## src/design/tgq_ram.sv

```systemverilog
// Generic simple dual port RAM with registered read.
// No dependencies.
`timescale 1ns / 1ps
`default_nettype none
module tgq_ram #(
    parameter int WIDTH = 8,
    parameter int DEPTH = 256
) (
    input  wire logic                     clk,
    input  wire logic                     we,
    input  wire logic [$clog2(DEPTH)-1:0] waddr,
    input  wire logic [WIDTH-1:0]         wdata,
    input  wire logic [$clog2(DEPTH)-1:0] raddr,
    output logic [WIDTH-1:0]              rdata
);
    logic [WIDTH-1:0] mem [DEPTH];

    always_ff @(posedge clk)
    begin
        if (we)
        begin
            mem[waddr] <= wdata;
        end
        rdata <= mem[raddr];
    end
endmodule
`default_nettype wire

```

## config.mk

```make
export PLATFORM = sky130hd
export DESIGN_NAME = tgq_ram
export DESIGN_NICKNAME = d
export VERILOG_FILES = /design/src/design/tgq_ram.sv
export SDC_FILE = /design/constraint.sdc
export NUM_CORES = 2
export LEC_CHECK = 0
export BUFFER_PORTS_ARGS = -buffer_cell sky130_fd_sc_hd__buf_2
export CAP_MARGIN = 30
export CELL_PAD_IN_SITES_DETAIL_PLACEMENT = 2
export CELL_PAD_IN_SITES_GLOBAL_PLACEMENT = 2
export CORE_ASPECT_RATIO = 0.8
export CORE_MARGIN = 2
export CORE_UTILIZATION = 53
export CTS_BUF_LIST = sky130_fd_sc_hd__clkbuf_8
export CTS_CLUSTER_SIZE = 10
export DETAILED_ROUTE_END_ITERATION = 6
export PLACE_DENSITY_LB_ADDON = 0.1
export SLEW_MARGIN = 10
export SYNTH_ARGS = -nofsm -noshare
export SYNTH_HDL_FRONTEND = slang
export SYNTH_SLANG_ARGS = --single-unit
```

## constraint.sdc

```tcl
create_clock -name clk -period 2.5 [get_ports clk]
set_clock_uncertainty 0.05 [all_clocks]
set_input_delay 0.125 -clock clk [delete_from_list [all_inputs] [get_ports clk]]
set_output_delay 0.125 -clock clk [all_outputs]
set_load 0.02 [all_outputs]
```

==> impl_metrics.tcl, run 1 <==
set metrics [dict create \
    outcome "aborted with a tool error" \
    stop_stage "detailed placement (3_5_place_dp)" \
    tool.error "[ERROR DPL-0033] detailed placement checks failed during check placement." \
    die_w_microns 437.2 \
    dp_hpwl_microns 187200 \
    netlist-cell-type-count 55 \
    io_pins 34 \
    yosysTopAreaCell "edfxtp_1" \
    yosys-top-cells-area "edfxtp_1 (77%), mux4_2 (13%), mux2i_1 (1.7%)" \
    ys.flop_type "edfxtp_1" \
    ys_warn_count 0 \
    die_h_microns 350.5 \
    ys_ff_latch 2056 \
    netlist_instances 3733 \
    async_flop_share 0 \
    place.gp.congestion 0.8593 \
    numPortBuffers 33 \
    synth.avg_cell_area_sq_um 21.31 \
    synthesis.area_sq_um 79560 \
    start_util 0.5321 \
    synth-edff-count 2048 \
    synth_top_area_frac 0.7730 \
    row_count 127 \
    synth_nets 3759 \
    synth_seq_area_share 0.7750 \
]
Yosys cell counts (all sizes together), types with 6 or more instances:
| cell type | instances |
|---|---|
| o22ai | 28 |
| nand2 | 33 |
| o21ai | 12 |
| a211oi | 16 |
| dfxtp | 8 |
| nor3 | 22 |
| nand3 | 34 |
| buf | 122 |
| nor4 | 27 |
| a221oi | 14 |
| clkbuf | 111 |
| mux2i | 134 |
| mux4 | 456 |
| and2 | 6 |
| nand2b | 8 |
| a22oi | 133 |
| a21oi | 96 |
| nor2b | 31 |
| edfxtp | 2048 |
| nand4 | 10 |
| nor2 | 282 |
| o211ai | 10 |
| a22o | 8 |
| o221ai | 47 |
stage by stage:
| step | setup WS [ns] | TNS [ns] |
|---|---|---|
| floorplan | 0.3871 | 0 |
| global placement | -0.8299 | -4.049 |
logic make-up after synthesis:
kind of cell,after synthesis,synth area share
buffers and inverters,235,0.01831
AO/OA/AOI/OAI,385,0.03419
AND/OR/NAND/NOR,466,0.02628
multiplexers,591,0.1462
flip-flops,2056,0.7750
==> inputs of run 2 (changes only) <==
CELL_PAD_IN_SITES_DETAIL_PLACEMENT = unset   (was 2)
CELL_PAD_IN_SITES_GLOBAL_PLACEMENT = unset   (was 2)
CORE_ASPECT_RATIO = unset   (was 0.8)
CORE_UTILIZATION = 40   (was 53)
CTS_BUF_LIST = unset   (was sky130_fd_sc_hd__clkbuf_8)
CTS_CLUSTER_SIZE = unset   (was 10)
PLACE_DENSITY_LB_ADDON = 0.15   (was 0.1)
==> run 2 against run 1 <==
The flow now finishes, with violations (setup timing). Synthesized cell count stayed put. Area after synthesis unchanged.
==> impl_metrics.tcl, run 2 <==
set metrics [dict create \
    place.gp.congestion 0.8477 \
    antenna_found_initial 11 \
    drt_iter0_markers 4271 \
    hold_depth 4 \
    end_kind "register" \
    io_pins 34 \
    ant_nets 0 \
    yosysTopAreaCell "edfxtp_1" \
    die_h_microns 450.0 \
    num_vias 40485 \
    netlist_instances 3733 \
    core_area_sq_um 197400 \
    holdPathEnd "mem[62][4]" \
    cts_setup_buffers 0 \
    largest_reg_flops 2048 \
    p_per_area_nw_per_um2 759.3 \
    synthesis.area_sq_um 79560 \
    drc 0 \
    grt_pass1_vias 40972 \
    synth-edff-count 2048 \
    yosys-top-cells-count "edfxtp_1 (2048), mux4_2 (454), nor2_1 (282), mux2i_1 (134), a22oi_1 (133)" \
    ys.flop_type "edfxtp_1" \
    wl_microns 219000 \
    mostFrequentLayoutCell "edfxtp_1" \
    hp-class "input pin to register" \
    r2r_start "mem[71][0]" \
    utilization 0.4800 \
    final_cell_mix "edfxtp_1 (2048), buf_4 (613), mux4_2 (454)" \
    cts_buffers 210 \
    crit_path_start_kind "register" \
    cp.required_ns 3.17 \
    clkTransAtPathRegs_ns 0.06 \
    max_freq_mhz 397.2 \
    async_flop_share 0 \
    h-tree-depth 4 \
    cts_sinks 2056 \
    critical_path.most_common_cell "mux4_2" \
    max_cap_viol_count 0 \
    synthMostInstantiatedCell "edfxtp_1" \
    numPortBuffers 33 \
    rsz0062_at_grt "yes" \
    synth_nets 3759 \
    cpPeakStageDelay_ns 0.53 \
    leakagePower_nw 30.59 \
    critical_path.max_fanout 1 \
    setup_ws_ns -0.01767 \
    min_from "waddr[5]" \
    die_w_microns 450.0 \
    synth_top_area_frac 0.7730 \
    rrSetupSlack_ns -0.02 \
    outcome "finished, violations left" \
    setup.worst_path.class "register to register" \
    grtUsageTotal 0.2159 \
    cts_tree "done" \
    layout_worst_path_cycle_share 1.007 \
    timing.rr.end "rdata[0]" \
    via_per_inst 5.563 \
    ys_ff_latch 2056 \
    critPathArrivalTime_ns 3.19 \
    start_util 0.4030 \
    crit_path_cell_trace "mux4_2 -> mux4_2 -> nor2b_1 -> nor4_4 -> buf_4 -> nor4_2" \
    grt_max_degree 94 \
    dieArea_sq_um 202500 \
    clockBufferDepth 3 \
    row_count 163 \
    setup_tns_ns -0.01767 \
    synth.avg_cell_area_sq_um 21.31 \
    firstDrtPassIters 5 \
    violations "setup timing" \
    ys_warn_count 0 \
    netlist-cell-type-count 55 \
    grt_pass1_wl_microns 311600 \
    reg_top3 "mem x2048, rdata x8" \
    root_buffer "clkbuf_16" \
    layout.nets 4486 \
    wire_per_inst_microns 30.09 \
    power_mw 71.96 \
    slew_violations 0 \
    regMostFlops "mem" \
    synthToLayoutAreaGrowth_pct 19.11 \
    yosys-top-cells-area "edfxtp_1 (77%), mux4_2 (13%), mux2i_1 (1.7%)" \
    dp_hpwl_microns 145100 \
    hold_violations 0 \
    period_needed_ns 2.518 \
    finalSetupViolCount 1 \
    slew_headroom 0.4210 \
    synth_seq_area_share 0.7750 \
    vdd_drop_max_v 0.0005968 \
    ff2ff_path_depth 6 \
    drive_gt1_frac 0.3230 \
    crit_slowest_cell "mux4_2" \
    clock_latency_ns 0.83 \
    grt.overflow.total 0 \
    worst_slew_pin_slew_ns 0.8664 \
]
## run 2: cell counts after synthesis
Identical to the previous run, type by type.
## run 2: area by class of cell
class	count	area, sq um
multi-input cells	1442	16610
clock buffers	283	5655
flip-flops and latches	2056	61660
fillers	16556	102700
repair buffers	748	6754
diodes	3	7.507
inverters	2	7.507
well taps	2640	3303
clock inverters	104	769.5
## run 2: critical path, delay by kind of cell (launching register included)
kind	cells	cell delay, ns
mux	2	0.99
simple gates	3	0.75
flops	1	0.37
buf+inv	1	0.25
## run 2: kinds of logic after synthesis
family	Yosys count	synth area share
DFF	2056	0.7750
buffers and inverters	235	0.01831
and+or+nand+nor	466	0.02628
muxes	591	0.1462
AOI/OAI and AO/OA	385	0.03419
## run 2: through the flow
step	instances	instance area, sq um	hold WS, ns	setup slack, ns
final	7278	94760	0.07846	-0.01767
after detailed placement	6874	88120	0.4425	-0.8115
after global routing	7276	94760	0.07683	-0.01989
after floorplan	3733	79560	0.1739	0.3871
after CTS	7275	94730	0.01051	-0.02505
after global placement	6870	88080	0.4390	-1.340
## run 2: power by group
| part | switching, mW | internal, mW |
|---|---|---|
| Sequential | 0.0702 | 38.0 |
| Combinational | 2.51 | 1.65 |
| Clock | 12.9 | 16.9 |
| Total | 15.4 | 56.5 |
## run 2: worst max-delay path by stage
stage | end | cells past startpoint | start | slack (ns)
floorplan | rdata[2] | 9 | raddr[0] | 0.39
global placement | rdata[0] | 11 | raddr[0] | -1.34
detailed placement | rdata[0] | 11 | raddr[0] | -0.81
CTS | rdata[0] | 6 | mem[71][0] | -0.03
global route | rdata[0] | 6 | mem[71][0] | -0.02
finish | rdata[0] | 6 | mem[71][0] | -0.02
## run 2: routing by layer
metal	GRT usage	share of wire	vias up
met5	0	0.000064	-
met4	0.05353	0.023	2
met3	0.02932	0.054	286
met2	0.3520	0.49	1270
met1	0.3086	0.44	21738
li1	-	-	17189
## run 2: timing repair
action / 4_1_cts / 5_1_grt
setup endpoints to repair: 4 / 4
hold endpoints to repair: 1554 / 0
pin swaps: 1 / 1
cloned: 0 / 0
gates resized for setup: 7 / 5
hold buffers: 14 / 0
Power figures use the tool's default switching activity.
