--- src/design/tgq_pkg.sv ---
// Types, sizes and codes of the team grouped queue.
// No dependencies.
`timescale 1ns / 1ps
`default_nettype none
package tgq_pkg;
    localparam int QUEUE_DEPTH = 256;
    localparam int TEAM_COUNT  = 1024;
    localparam int PTR_W       = $clog2(QUEUE_DEPTH);
    localparam int CNT_W       = PTR_W + 1;
    localparam int VALUE_W     = 20;
    localparam int TEAM_W      = 10;
    localparam int TAG_W       = TEAM_W + 1;
    localparam int NODE_W      = VALUE_W + TAG_W + PTR_W;

    typedef logic [PTR_W-1:0] ptr_t;
    typedef logic [CNT_W-1:0] cnt_t;

    typedef struct packed {
        logic [VALUE_W-1:0] value;
        logic [TAG_W-1:0]   tag;
        ptr_t               next;
    } node_t;

    typedef enum logic [1:0] {
        ST_ENQ   = 2'd0,
        ST_DEQ   = 2'd1,
        ST_EMPTY = 2'd2,
        ST_FULL  = 2'd3
    } status_t;

    typedef enum logic [2:0] {
        S_IDLE,
        S_LOOK,
        S_MATCH,
        S_TAILRD,
        S_LINK,
        S_NEW,
        S_DQ
    } state_t;

    typedef struct packed {
        logic  we;
        ptr_t  waddr;
        node_t wdata;
        ptr_t  raddr;
    } node_port_t;

    typedef struct packed {
        logic              we;
        logic [TEAM_W-1:0] waddr;
        ptr_t              wdata;
        logic [TEAM_W-1:0] raddr;
    } team_port_t;

    typedef struct packed {
        logic we;
        ptr_t waddr;
        ptr_t wdata;
        ptr_t raddr;
    } free_port_t;
endpackage
`default_nettype wire

--- src/design/tgq_ctrl.sv ---
// Sequencer of the team grouped queue: linked node list, team tails, free stack.
// Depends on tgq_pkg.
`timescale 1ns / 1ps
`default_nettype none
module tgq_ctrl
    import tgq_pkg::*;
(
    input  wire logic               clk,
    input  wire logic               rst_n,
    input  wire logic               start,
    input  wire logic               action,
    input  wire logic [VALUE_W-1:0] element,
    input  wire logic [TEAM_W-1:0]  team_id,
    input  wire logic               has_team,
    output logic                    busy,
    output logic                    done,
    output logic [1:0]              status,
    output logic [VALUE_W-1:0]      front_value,
    output node_port_t              node_port,
    input  wire node_t              node_rdata,
    output team_port_t              team_port,
    input  wire ptr_t               team_rdata,
    output free_port_t              free_port,
    input  wire ptr_t               free_rdata
);
    state_t state_reg, state_next;
    cnt_t count_reg, count_next, sp_reg, sp_next, fresh_reg, fresh_next;
    ptr_t head_reg, head_next, tail_reg, tail_next;
    ptr_t n_reg, n_next, l_reg, l_next, p_reg, p_next;
    logic have_l_reg, have_l_next;
    node_t w_reg, w_next;
    logic [VALUE_W-1:0] elem_reg, elem_next;
    logic [TAG_W-1:0] tag_reg, tag_next;
    logic [TEAM_W-1:0] team_reg, team_next;
    logic done_reg, done_next;
    status_t status_reg, status_next;
    logic [VALUE_W-1:0] value_reg, value_next;
    logic in_range;
    logic p_known;

    assign in_range = {1'b0, team_id} < TAG_W'(TEAM_COUNT);

    // trust a team tail only if it points at a node written since reset, other than the new node
    assign p_known = ({1'b0, p_reg} < fresh_reg) && (p_reg != n_reg);

    always_ff @(posedge clk or negedge rst_n)
    begin
        if (!rst_n)
        begin
            state_reg  <= S_IDLE;
            count_reg  <= '0;
            sp_reg     <= '0;
            fresh_reg  <= '0;
            head_reg   <= '0;
            tail_reg   <= '0;
            done_reg   <= 1'b0;
            status_reg <= ST_ENQ;
            value_reg  <= '0;
        end
        else
        begin
            state_reg  <= state_next;
            count_reg  <= count_next;
            sp_reg     <= sp_next;
            fresh_reg  <= fresh_next;
            head_reg   <= head_next;
            tail_reg   <= tail_next;
            done_reg   <= done_next;
            status_reg <= status_next;
            value_reg  <= value_next;
        end
    end

    always_ff @(posedge clk)
    begin
        n_reg      <= n_next;
        l_reg      <= l_next;
        p_reg      <= p_next;
        have_l_reg <= have_l_next;
        w_reg      <= w_next;
        elem_reg   <= elem_next;
        tag_reg    <= tag_next;
        team_reg   <= team_next;
    end

    always_comb
    begin
        state_next  = state_reg;
        count_next  = count_reg;
        sp_next     = sp_reg;
        fresh_next  = fresh_reg;
        head_next   = head_reg;
        tail_next   = tail_reg;
        n_next      = n_reg;
        l_next      = l_reg;
        p_next      = p_reg;
        have_l_next = have_l_reg;
        w_next      = w_reg;
        elem_next   = elem_reg;
        tag_next    = tag_reg;
        team_next   = team_reg;
        done_next   = 1'b0;
        status_next = status_reg;
        value_next  = value_reg;
        node_port   = '{we: 1'b0, waddr: '0, wdata: '0, raddr: head_reg};
        team_port   = '{we: 1'b0, waddr: team_reg, wdata: n_reg, raddr: team_id};
        free_port   = '{we: 1'b0, waddr: sp_reg[PTR_W-1:0], wdata: head_reg,
                        raddr: PTR_W'(sp_reg - 1'b1)};
        case (state_reg)
            S_IDLE:
            begin
                if (start)
                begin
                    elem_next = element;
                    team_next = team_id;
                    tag_next  = (has_team && in_range) ? {1'b1, team_id} : '0;
                    if (action)
                    begin
                        if (count_reg == '0)
                        begin
                            done_next   = 1'b1;
                            status_next = ST_EMPTY;
                            value_next  = '0;
                        end
                        else
                        begin
                            state_next = S_DQ;
                        end
                    end
                    else if (count_reg == CNT_W'(QUEUE_DEPTH))
                    begin
                        done_next   = 1'b1;
                        status_next = ST_FULL;
                        value_next  = '0;
                    end
                    else
                    begin
                        state_next = S_LOOK;
                    end
                end
            end
            S_LOOK:
            begin
                if (sp_reg != '0)
                begin
                    n_next  = free_rdata;
                    sp_next = sp_reg - 1'b1;
                end
                else
                begin
                    n_next     = fresh_reg[PTR_W-1:0];
                    fresh_next = fresh_reg + 1'b1;
                end
                have_l_next = 1'b0;
                if (tag_reg != '0)
                begin
                    p_next          = team_rdata;
                    node_port.raddr = team_rdata;
                    state_next      = S_MATCH;
                end
                else if (count_reg == '0)
                begin
                    state_next = S_NEW;
                end
                else
                begin
                    node_port.raddr = tail_reg;
                    state_next      = S_TAILRD;
                end
            end
            S_MATCH:
            begin
                if (p_known && (node_rdata.tag == tag_reg))
                begin
                    w_next      = node_rdata;
                    l_next      = p_reg;
                    have_l_next = 1'b1;
                    state_next  = S_LINK;
                end
                else if (count_reg == '0)
                begin
                    state_next = S_NEW;
                end
                else
                begin
                    node_port.raddr = tail_reg;
                    state_next      = S_TAILRD;
                end
            end
            S_TAILRD:
            begin
                w_next      = node_rdata;
                l_next      = tail_reg;
                have_l_next = 1'b1;
                state_next  = S_LINK;
            end
            S_LINK:
            begin
                node_port.we    = 1'b1;
                node_port.waddr = l_reg;
                node_port.wdata = '{value: w_reg.value, tag: w_reg.tag, next: n_reg};
                state_next      = S_NEW;
            end
            S_NEW:
            begin
                node_port.we    = 1'b1;
                node_port.waddr = n_reg;
                node_port.wdata = '{value: elem_reg, tag: tag_reg,
                                    next: have_l_reg ? w_reg.next : '0};
                team_port.we    = (tag_reg != '0);
                if (!have_l_reg)
                begin
                    head_next = n_reg;
                end
                if (!have_l_reg || (l_reg == tail_reg))
                begin
                    tail_next = n_reg;
                end
                count_next  = count_reg + 1'b1;
                done_next   = 1'b1;
                status_next = ST_ENQ;
                value_next  = '0;
                state_next  = S_IDLE;
            end
            S_DQ:
            begin
                node_port.we    = 1'b1;
                node_port.waddr = head_reg;
                node_port.wdata = '0;
                free_port.we    = 1'b1;
                sp_next         = sp_reg + 1'b1;
                head_next       = node_rdata.next;
                count_next      = count_reg - 1'b1;
                done_next       = 1'b1;
                status_next     = ST_DEQ;
                value_next      = node_rdata.value;
                state_next      = S_IDLE;
            end
            default:
            begin
                state_next = S_IDLE;
            end
        endcase
    end

    assign busy        = (state_reg != S_IDLE);
    assign done        = done_reg;
    assign status      = status_reg;
    assign front_value = value_reg;
endmodule
`default_nettype wire

--- config.mk ---
export PLATFORM = sky130hd
export DESIGN_NAME = tgq_ctrl
export DESIGN_NICKNAME = d
export VERILOG_FILES = /design/src/design/tgq_pkg.sv /design/src/design/tgq_ctrl.sv
export SDC_FILE = /design/constraint.sdc
export NUM_CORES = 1
export LEC_CHECK = 0
export BUFFER_PORTS_ARGS = -buffer_cell sky130_fd_sc_hd__clkbuf_2
export CAP_MARGIN = 20
export CORE_MARGIN = 2
export CORE_UTILIZATION = 45
export CTS_CLUSTER_DIAMETER = 120
export DETAILED_ROUTE_END_ITERATION = 7
export GPL_TIMING_DRIVEN = 0
export PLACE_DENSITY = 0.77
export SYNTH_ARGS = -nofsm -noshare
export SYNTH_HDL_FRONTEND = slang
export SYNTH_SLANG_ARGS = --single-unit
--- constraint.sdc ---
create_clock -name clk -period 5.4 [get_ports clk]
set_input_delay 0.54 -clock clk [delete_from_list [all_inputs] [get_ports clk]]
set_output_delay 0.54 -clock clk [all_outputs]
set_load 0.05 [all_outputs]
=== Word-level counts from Yosys, hierarchy flattened ===
Cells that the tools add are included.

* Register bits: 174
* Word-level logic and storage cells: 114

* Add/sub/neg operators: 5
* $lt $le $gt $ge: 1
* Equal/unequal tests: 18
* Multiplexer cells: 44
* Bitwise operators: 1
* Reduce and logical (&&, ||, !) cells: 25

{| class="wikitable"
|+ Operators by type and width
! operator !! number
|-
| $pmux W48 S3 || 1
|-
| $mux W20 || 4
|-
| $pmux W39 S2 || 1
|-
| $pmux W20 S3 || 1
|-
| $mux W8 || 7
|-
| $pmux W8 S2 || 3
|-
| $mux W39 || 1
|-
| $pmux W9 S2 || 2
|-
| $add A9 B1 Y9 const B || 3
|-
| $mux W3 || 7
|-
| $sub A9 B1 Y9 const B || 2
|-
| $reduce_and A2 Y1 || 8
|-
| $pmux W3 S5 || 1
|-
| $ne A3 B3 Y1 const B || 4
|-
| $eq A11 B11 Y1 || 1
|-
| $mux W11 || 1
|-
| $reduce_bool A11 Y1 || 1
|-
| $eq A3 B3 Y1 const B || 3
|-
| $eq A9 B9 Y1 const B || 1
|-
| $logic_not A9 Y1 || 1
|-
| $lt A8 B9 Y1 || 1
|-
| $mux W9 || 1
|-
| $reduce_bool A3 Y1 || 3
|-
| $reduce_bool A9 Y1 || 1
|-
| 19 further kinds || 35
|}

=== Logic depth before layout (Yosys ltp) ===
Gate-level depths: netlist of run 1.

* Depth in word-level cells: 5
* Depth in mapped cells: 13

=== Worst setup path after synthesis of run 1 ===
No wires, ideal clock.

* Path kind: register to output
* Start: register n_reg[3]
* End: output node_port[2] (netlist bit)
* Data arrival time: 3366 ps
* Required time: 4860 ps
* Setup slack: 1494 ps
* Stages on the path, launching flop included: 6
* Cell sequence: edfxtp_1 -> xor2_1 -> nor4_1 -> nand2_1 -> and4_1 -> o311ai_0

{| class="wikitable"
|+ RTL lines
! what !! RTL line !! text
|-
| start, declared || tgq_ctrl.sv:29 || <nowiki>ptr_t n_reg, n_next, l_reg, l_next, p_reg, p_next;</nowiki>
|-
| start signal, assigned || tgq_ctrl.sv:76 || <nowiki>n_reg <= n_next;</nowiki>
|-
| end, declared || tgq_ctrl.sv:19 || <nowiki>output node_port_t node_port,</nowiki>
|}

==> metrics, run 1 <==
WL final 24300 um; Flop pwr share 0.314; Worst Setup Start Kind flop; Yosys cell types 62; Bufs on Longest Clock Path 2; Setup Fix Bufs, Post-CTS 0; CTS tree done; Hold Path Class in -> async; Post-synth EDFFs 105; top layer in use met4; Final #Nets about 1100; Filler Cell Count 1591; routability-driven placement congestion ratio just over 0.9; Clock power frac 0.174; dpl cell area about 0.010 mm^2; syn nets around 840; clock skew 0.01299 ns; Clock transition at path regs 0.07 ns; Cells after Synth between 700 and 800; setup ws final about 1.6 ns; Die X 142.9 um; CP max stage cell nor4_1; global route overflow 0; H-tree levels 4; die height 142.9 um; post-synthesis cell area about 0.0087 mm^2; post-route cell area roughly 0.011 mm^2; fmax around 0.27 GHz; Skew-Pair Late Insertion Delay ~0.44 ns; antenna violations before repair 0; Main synth FF type edfxtp_1; LEAKAGE between 4 and 5 nW; Layout area overhead 24.31%; CTS root buf clkbuf_16; WHS approximately 0.095 ns; endpoints failing setup 0; via count 6834; metal2 WL approximately 11000 um; Max Cap Viol 0; top-count cell post-synth edfxtp_1; outcome completed; Comb pwr share 0.511; vias in the first global route approximately 6700; cell chain of the critical path xnor2_1, nand4_1, nor4_1, and4_1, buf_2, o221ai_1, o311ai_0, clkbuf_2; largest net degree at the start of global routing 36; DR pass1 iterations 5; HPWL after DPL between 15000 and 20000 um; clk sinks 174; max reg flops 39; Yosys top cell by area edfxtp_1; Synth Area per Inst roughly 12 um^2; WP data required slightly below 5 ns; slew margin rel. 0.4863; initial core utilization 0.4613; layout cells sized above 1 0.3401; dpl ws between 1.5 and 2 ns; setup_tns 0 ns; number of buffers added on ports about 220; fin crit period roughly 3.8 ns; Hold Fails Final Rpt 0; Sw Ratio 0.4968; crit path max fanout 10; WL/cell 19.47 um; Core Region between 0.015 and 0.02 mm^2; Antenna Cells 0; hold_buf cts 0; synth top area cells edfxtp_1 (36%), dfrtp_1 (20%), a22o_1 (6.3%), mux2_2 (3.5%), xnor2_1 (3.0%); total track usage 0.2406; worst vdd ir between 0.4 and 0.5 mV; Die ar. roughly 0.020 mm^2; first-pass GRT wire length about 37000 um; num ports roughly 220; vias per cell about 5.5; Core Rows 50; Synth top cells by count edfxtp_1 (105), dfrtp_1 (69), a22o_1 (62), nand2_1 (62), nor2_1 (41); met3 WL post-DR 2121 um; Synth top area share 0.3630; DRC Markers 0; Crit Path Class reg -> out; Final Cycle Share 0.6986; delay of the slowest critical-path stage between 0.5 and 0.6 ns; RSZ-0062 raised after global routing false; sequential-to-total area share from yosys stat 0.5617; CP arrival between 3 and 4 ns; WL met1 between 10000 and 15000 um; FF+latch count, synth around 170; PD cells between 600 and 700 mW/mm^2; DR iter-0 viols 345; P_sw ~0.0035 W; Synth async-reset ratio 0.3966; Slew @ Worst Pin a little under 0.8 ns; Yosys warning total 0; Int Pwr between 0.003 and 0.004 W; Gates resized, CTS repair 0; type of destination of the critical path output pin; max-slew violations 0; CTS buffer count 17; Power Total around 0.007 W; post-route ant nets 0
==> power groups by stage <==
stage	Combinational (W)	Sequential, W	Clock [W]
floorplan	0.00225	0.00259	0
global placement	0.00348	0.00222	0
detailed placement	0.00357	0.00221	0
CTS	0.00358	0.00219	0.00123
global route	0.00381	0.00224	0.00128
finish	0.00358	0.00220	0.00122
==> stage by stage <==
step / cells / util
final: 1248 / 0.5735
after global routing: 1248 / 0.5735
after CTS: 1248 / 0.5735
after detailed placement: 1216 / 0.5423
after global placement: 1212 / 0.5379
after floorplan: 729 / -
==> layout by cell type (no fill, tap or decap), types with 9 or more instances in the layout <==
cell       instances
a21oi_1           23
a22o_1            62
a31oi_1           15
and2_1            22
buf_4             21
clkbuf_1          20
clkbuf_16         17
clkbuf_2         224
dfrtp_1           69
edfxtp_1         105
ha_1              18
inv_1             20
mux2_2            27
mux2i_1           14
nand2_1           62
nand3_1           15
nand4_1           10
nor2_1            40
nor3_1             9
o21ai_0           34
xnor2_1           30
xor2_1            25
==> worst max-delay path, delay by kind of cell, from the launching register on <==
kind                   cells  cell delay, ns
XOR/XNOR                   1            0.19
AO/OA/AOI/OAI              2            0.39
buffers and inverters      2            0.69
flip-flops                 1            0.46
AND/OR/NAND/NOR            3            1.07
==> metal layers <==
metal,vias up,global-route usage
li1,3180,-
met3,45,0.06506
met5,-,0
met1,3281,0.3042
met4,0,0.08963
met2,328,0.3969
==> cell families (layout without fill, tap and decap cells) <==
kind of cell / count (synthesis) / count (layout) / share of synthesized area
mux: 41 / 41 / 0.05113
flops: 174 / 174 / 0.5617
simple gates: 199 / 199 / 0.1198
fa+ha+maj: 19 / 19 / 0.02823
xor+xnor: 55 / 55 / 0.05545
buf+inv: 76 / 335 / 0.04739
compound gates: 165 / 165 / 0.1363
==> cell type report <==
class / count / area [um^2] / share of cell area
Sequential cell: 174 / 4880 / 0.4519
Multi-Input combinational cell: 479 / 3405 / 0.3153
Timing Repair Buffer: 227 / 1190 / 0.1102
Clock buffer: 18 / 439.2 / 0.04067
Buffer: 56 / 336.6 / 0.03117
Tap cell: 260 / 325.3 / 0.03012
Clock inverter: 14 / 148.9 / 0.01379
Inverter: 20 / 75.07 / 0.006952
==> worst paths after layout <==
| check | slack [ns] | cells past startpoint | endpoint | startpoint |
|---|---|---|---|---|
| min in group clk | 0.27 | 1 | elem_reg[0]$_DFFE_PP_ | element[0] |
| worst max-delay path | 1.63 | 8 | node_port[7] | tag_reg[7]$_SDFFCE_PN0P_ |
| worst max register to register | 1.71 | 12 | count_reg[8]$_DFFE_PN0N_ | state_reg[2]$_DFFE_PN0P_ |
| worst min-delay path | 0.1 | 1 | front_value[10]$_DFFE_PN0P_ | rst_n |
| max in group asynchronous | 4.70 | 2 | head_reg[1]$_DFFE_PN0P_ | rst_n |
| worst min register to register | 0.48 | 1 | sp_reg[8]$_DFFE_PN0P_ | sp_reg[8]$_DFFE_PN0P_ |
Power figures use the tool's default switching activity.
==> run 2: changes to the inputs <==
==> constraint.sdc (replaced) <==
create_clock -name clk -period 3.7 [get_ports clk]
set_input_delay 0.37 -clock clk [delete_from_list [all_inputs] [get_ports clk]]
set_output_delay 0.37 -clock clk [all_outputs]
set_load 0.05 [all_outputs]
==> metrics, run 2 (synthesis results as in run 1) <==
routability-driven placement congestion ratio roughly 0.93; CP startpoint fresh_reg[1]$_DFFE_PN0P_; most frequent cells in the layout clkbuf_2 (223), edfxtp_1 (105), dfrtp_1 (69); Core Rows 50; DR pass1 iterations 5; Int Pwr just over 0.005 W; Final #Nets approximately 1100; type of destination of the critical path output pin; fin crit period 3.497 ns; WL final approximately 24000 um; fmax about 0.29 GHz; CP arrival ~3.1 ns; R2R setup slack 0.34 ns; Bufs on Longest Clock Path 2; Skew-Pair Late Insertion Delay ~0.43 ns; total track usage 0.2429; origin of the worst min-delay path element[17]; register area slightly below 0.005 mm^2; die height about 140 um; post-route cell area 0.01081 mm^2; area of the multi-input gates roughly 0.0034 mm^2; Final Cycle Share 0.9451; WL/cell between 15 and 20 um; HPWL after DPL approximately 18000 um; number of buffers added on ports approximately 220; most common cell after layout, fill and taps aside clkbuf_2; clk sinks 174; H-tree levels 4; R2R cell count 11; global route overflow 0; LEAKAGE 4.627 nW; largest net degree at the start of global routing 37; slew margin rel. 0.4785; WP data required 3.33 ns; Clock power frac 0.173; worst flop-to-flop path endpoint count_reg[8]$_DFFE_PN0N_; Comb pwr share 0.513; Filler Cell Count about 1500; Worst Setup Start Kind flop; Crit Path Class reg -> out; Flop pwr share 0.314; Sw Ratio 0.4985; endpoints failing setup 0; max reg flops 39; P_sw 0.005084 W; initial core utilization 0.4613; post-route insts no fill ~1200; PD cells ~940 mW/mm^2; crit path max fanout 10; WHS approximately 0.11 ns; Max Cap Viol 0; vias in the first global route ~6800; CP endpoint node_port[2]; clock skew between 0.01 and 0.015 ns; worst r2r src state_reg[2]$_DFFE_PN0P_; Slew @ Worst Pin ~0.78 ns; num ports about 220; outcome completed; Placed Cells between 1000 and 1500; Clock transition at path regs about 0.080 ns; worst vdd ir approximately 0.64 mV; first-pass GRT wire length between 30000 and 40000 um; CTS tree done; antenna violations before repair 0; Core Region roughly 0.019 mm^2; CTS buffer count 17; Hold Fails Final Rpt 0; Layout area overhead 24.40%; DR iter-0 viols between 400 and 500; vias per cell ~5.5; via count roughly 6800; max-slew violations 0; CTS root buf clkbuf_16; Die ar. about 0.02 mm^2; dpl cell area 0.01021 mm^2; post-route ant nets 0; layout cells sized above 1 0.3401; DRC Markers 0; Die X about 140 um; RSZ-0062 raised after global routing false; Antenna Cells 0; Hold Path Class in -> reg
-- run 2: power groups by stage --
stage | logic (W) | registers (W) | clock network (W)
final | 0.00524 | 0.00320 | 0.00176
after detailed placement | 0.00523 | 0.00322 | 0
after global routing | 0.00557 | 0.00326 | 0.00186
after floorplan | 0.00329 | 0.00377 | 0
after global placement | 0.00508 | 0.00323 | 0
after CTS | 0.00524 | 0.00319 | 0.00179
-- run 2: area by class of cell --
cell class,count,share of cell area
Buffer,55,0.03103
Multi-Input combinational cell,479,0.3156
Tap cell,260,0.03010
Timing Repair Buffer,228,0.1110
Clock inverter,15,0.01436
Sequential cell,174,0.4515
Clock buffer,17,0.03937
Inverter,20,0.006947
-- run 2: through the flow --
step                      setup TNS (ns)  setup WS, ns  total power (W)    util
after floorplan                 -0.07139      -0.03569         0.007063       -
after global placement            -23.00       -0.3988         0.008302  0.5380
after detailed placement       -0.006157     -0.006157         0.008446  0.5423
after CTS                              0        0.1065          0.01023  0.5738
after global routing                   0      0.004468          0.01068  0.5739
final                                  0        0.2030          0.01020  0.5739
-- run 2: timing repair --
action / CTS / global route
endpoints found under the setup margin: 1 / 5
endpoints found under the hold margin: 33 / 0
hold buffers: 1 / 0
setup buffers: 0 / 0
resized for setup: 1 / 2
-- run 2: worst max-delay path, stage by stage (launching register included) --
cell and delay (ns):
dfrtp_1 0.44, inv_1 0.09, ha_1 0.29, o21ai_0 0.20
o21ai_0 0.12, o211ai_1 0.15, and4_1 0.34, buf_2 0.28
o221ai_1 0.15, o311ai_0 0.23, clkbuf_2 0.40
-- run 2: worst min-delay path by stage --
| stage | endpoint | slack, ns | depth (start not counted) |
|---|---|---|---|
| 6_report | elem_reg[17]$_DFFE_PP_ | 0.11 | 1 |
| 5_1_grt | elem_reg[10]$_DFFE_PP_ | 0.09 | 1 |
| 4_1_cts | elem_reg[17]$_DFFE_PP_ | 0.09 | 1 |
| 3_5_place_dp | fresh_reg[7]$_DFFE_PN0P_ | 0.42 | 1 |
| 3_3_place_gp | sp_reg[8]$_DFFE_PN0P_ | 0.46 | 1 |
| 2_1_floorplan | count_reg[0]$_DFFE_PN0N_ | 0.07 | 0 |
-- run 2: metal layers --
metal,vias to the layer above,GRT usage,wire length (um)
met1,3306,0.3136,10000
met3,34,0.06908,2068
met5,-,0,0
met4,0,0.08286,505
met2,303,0.3944,11800
li1,3174,-,-
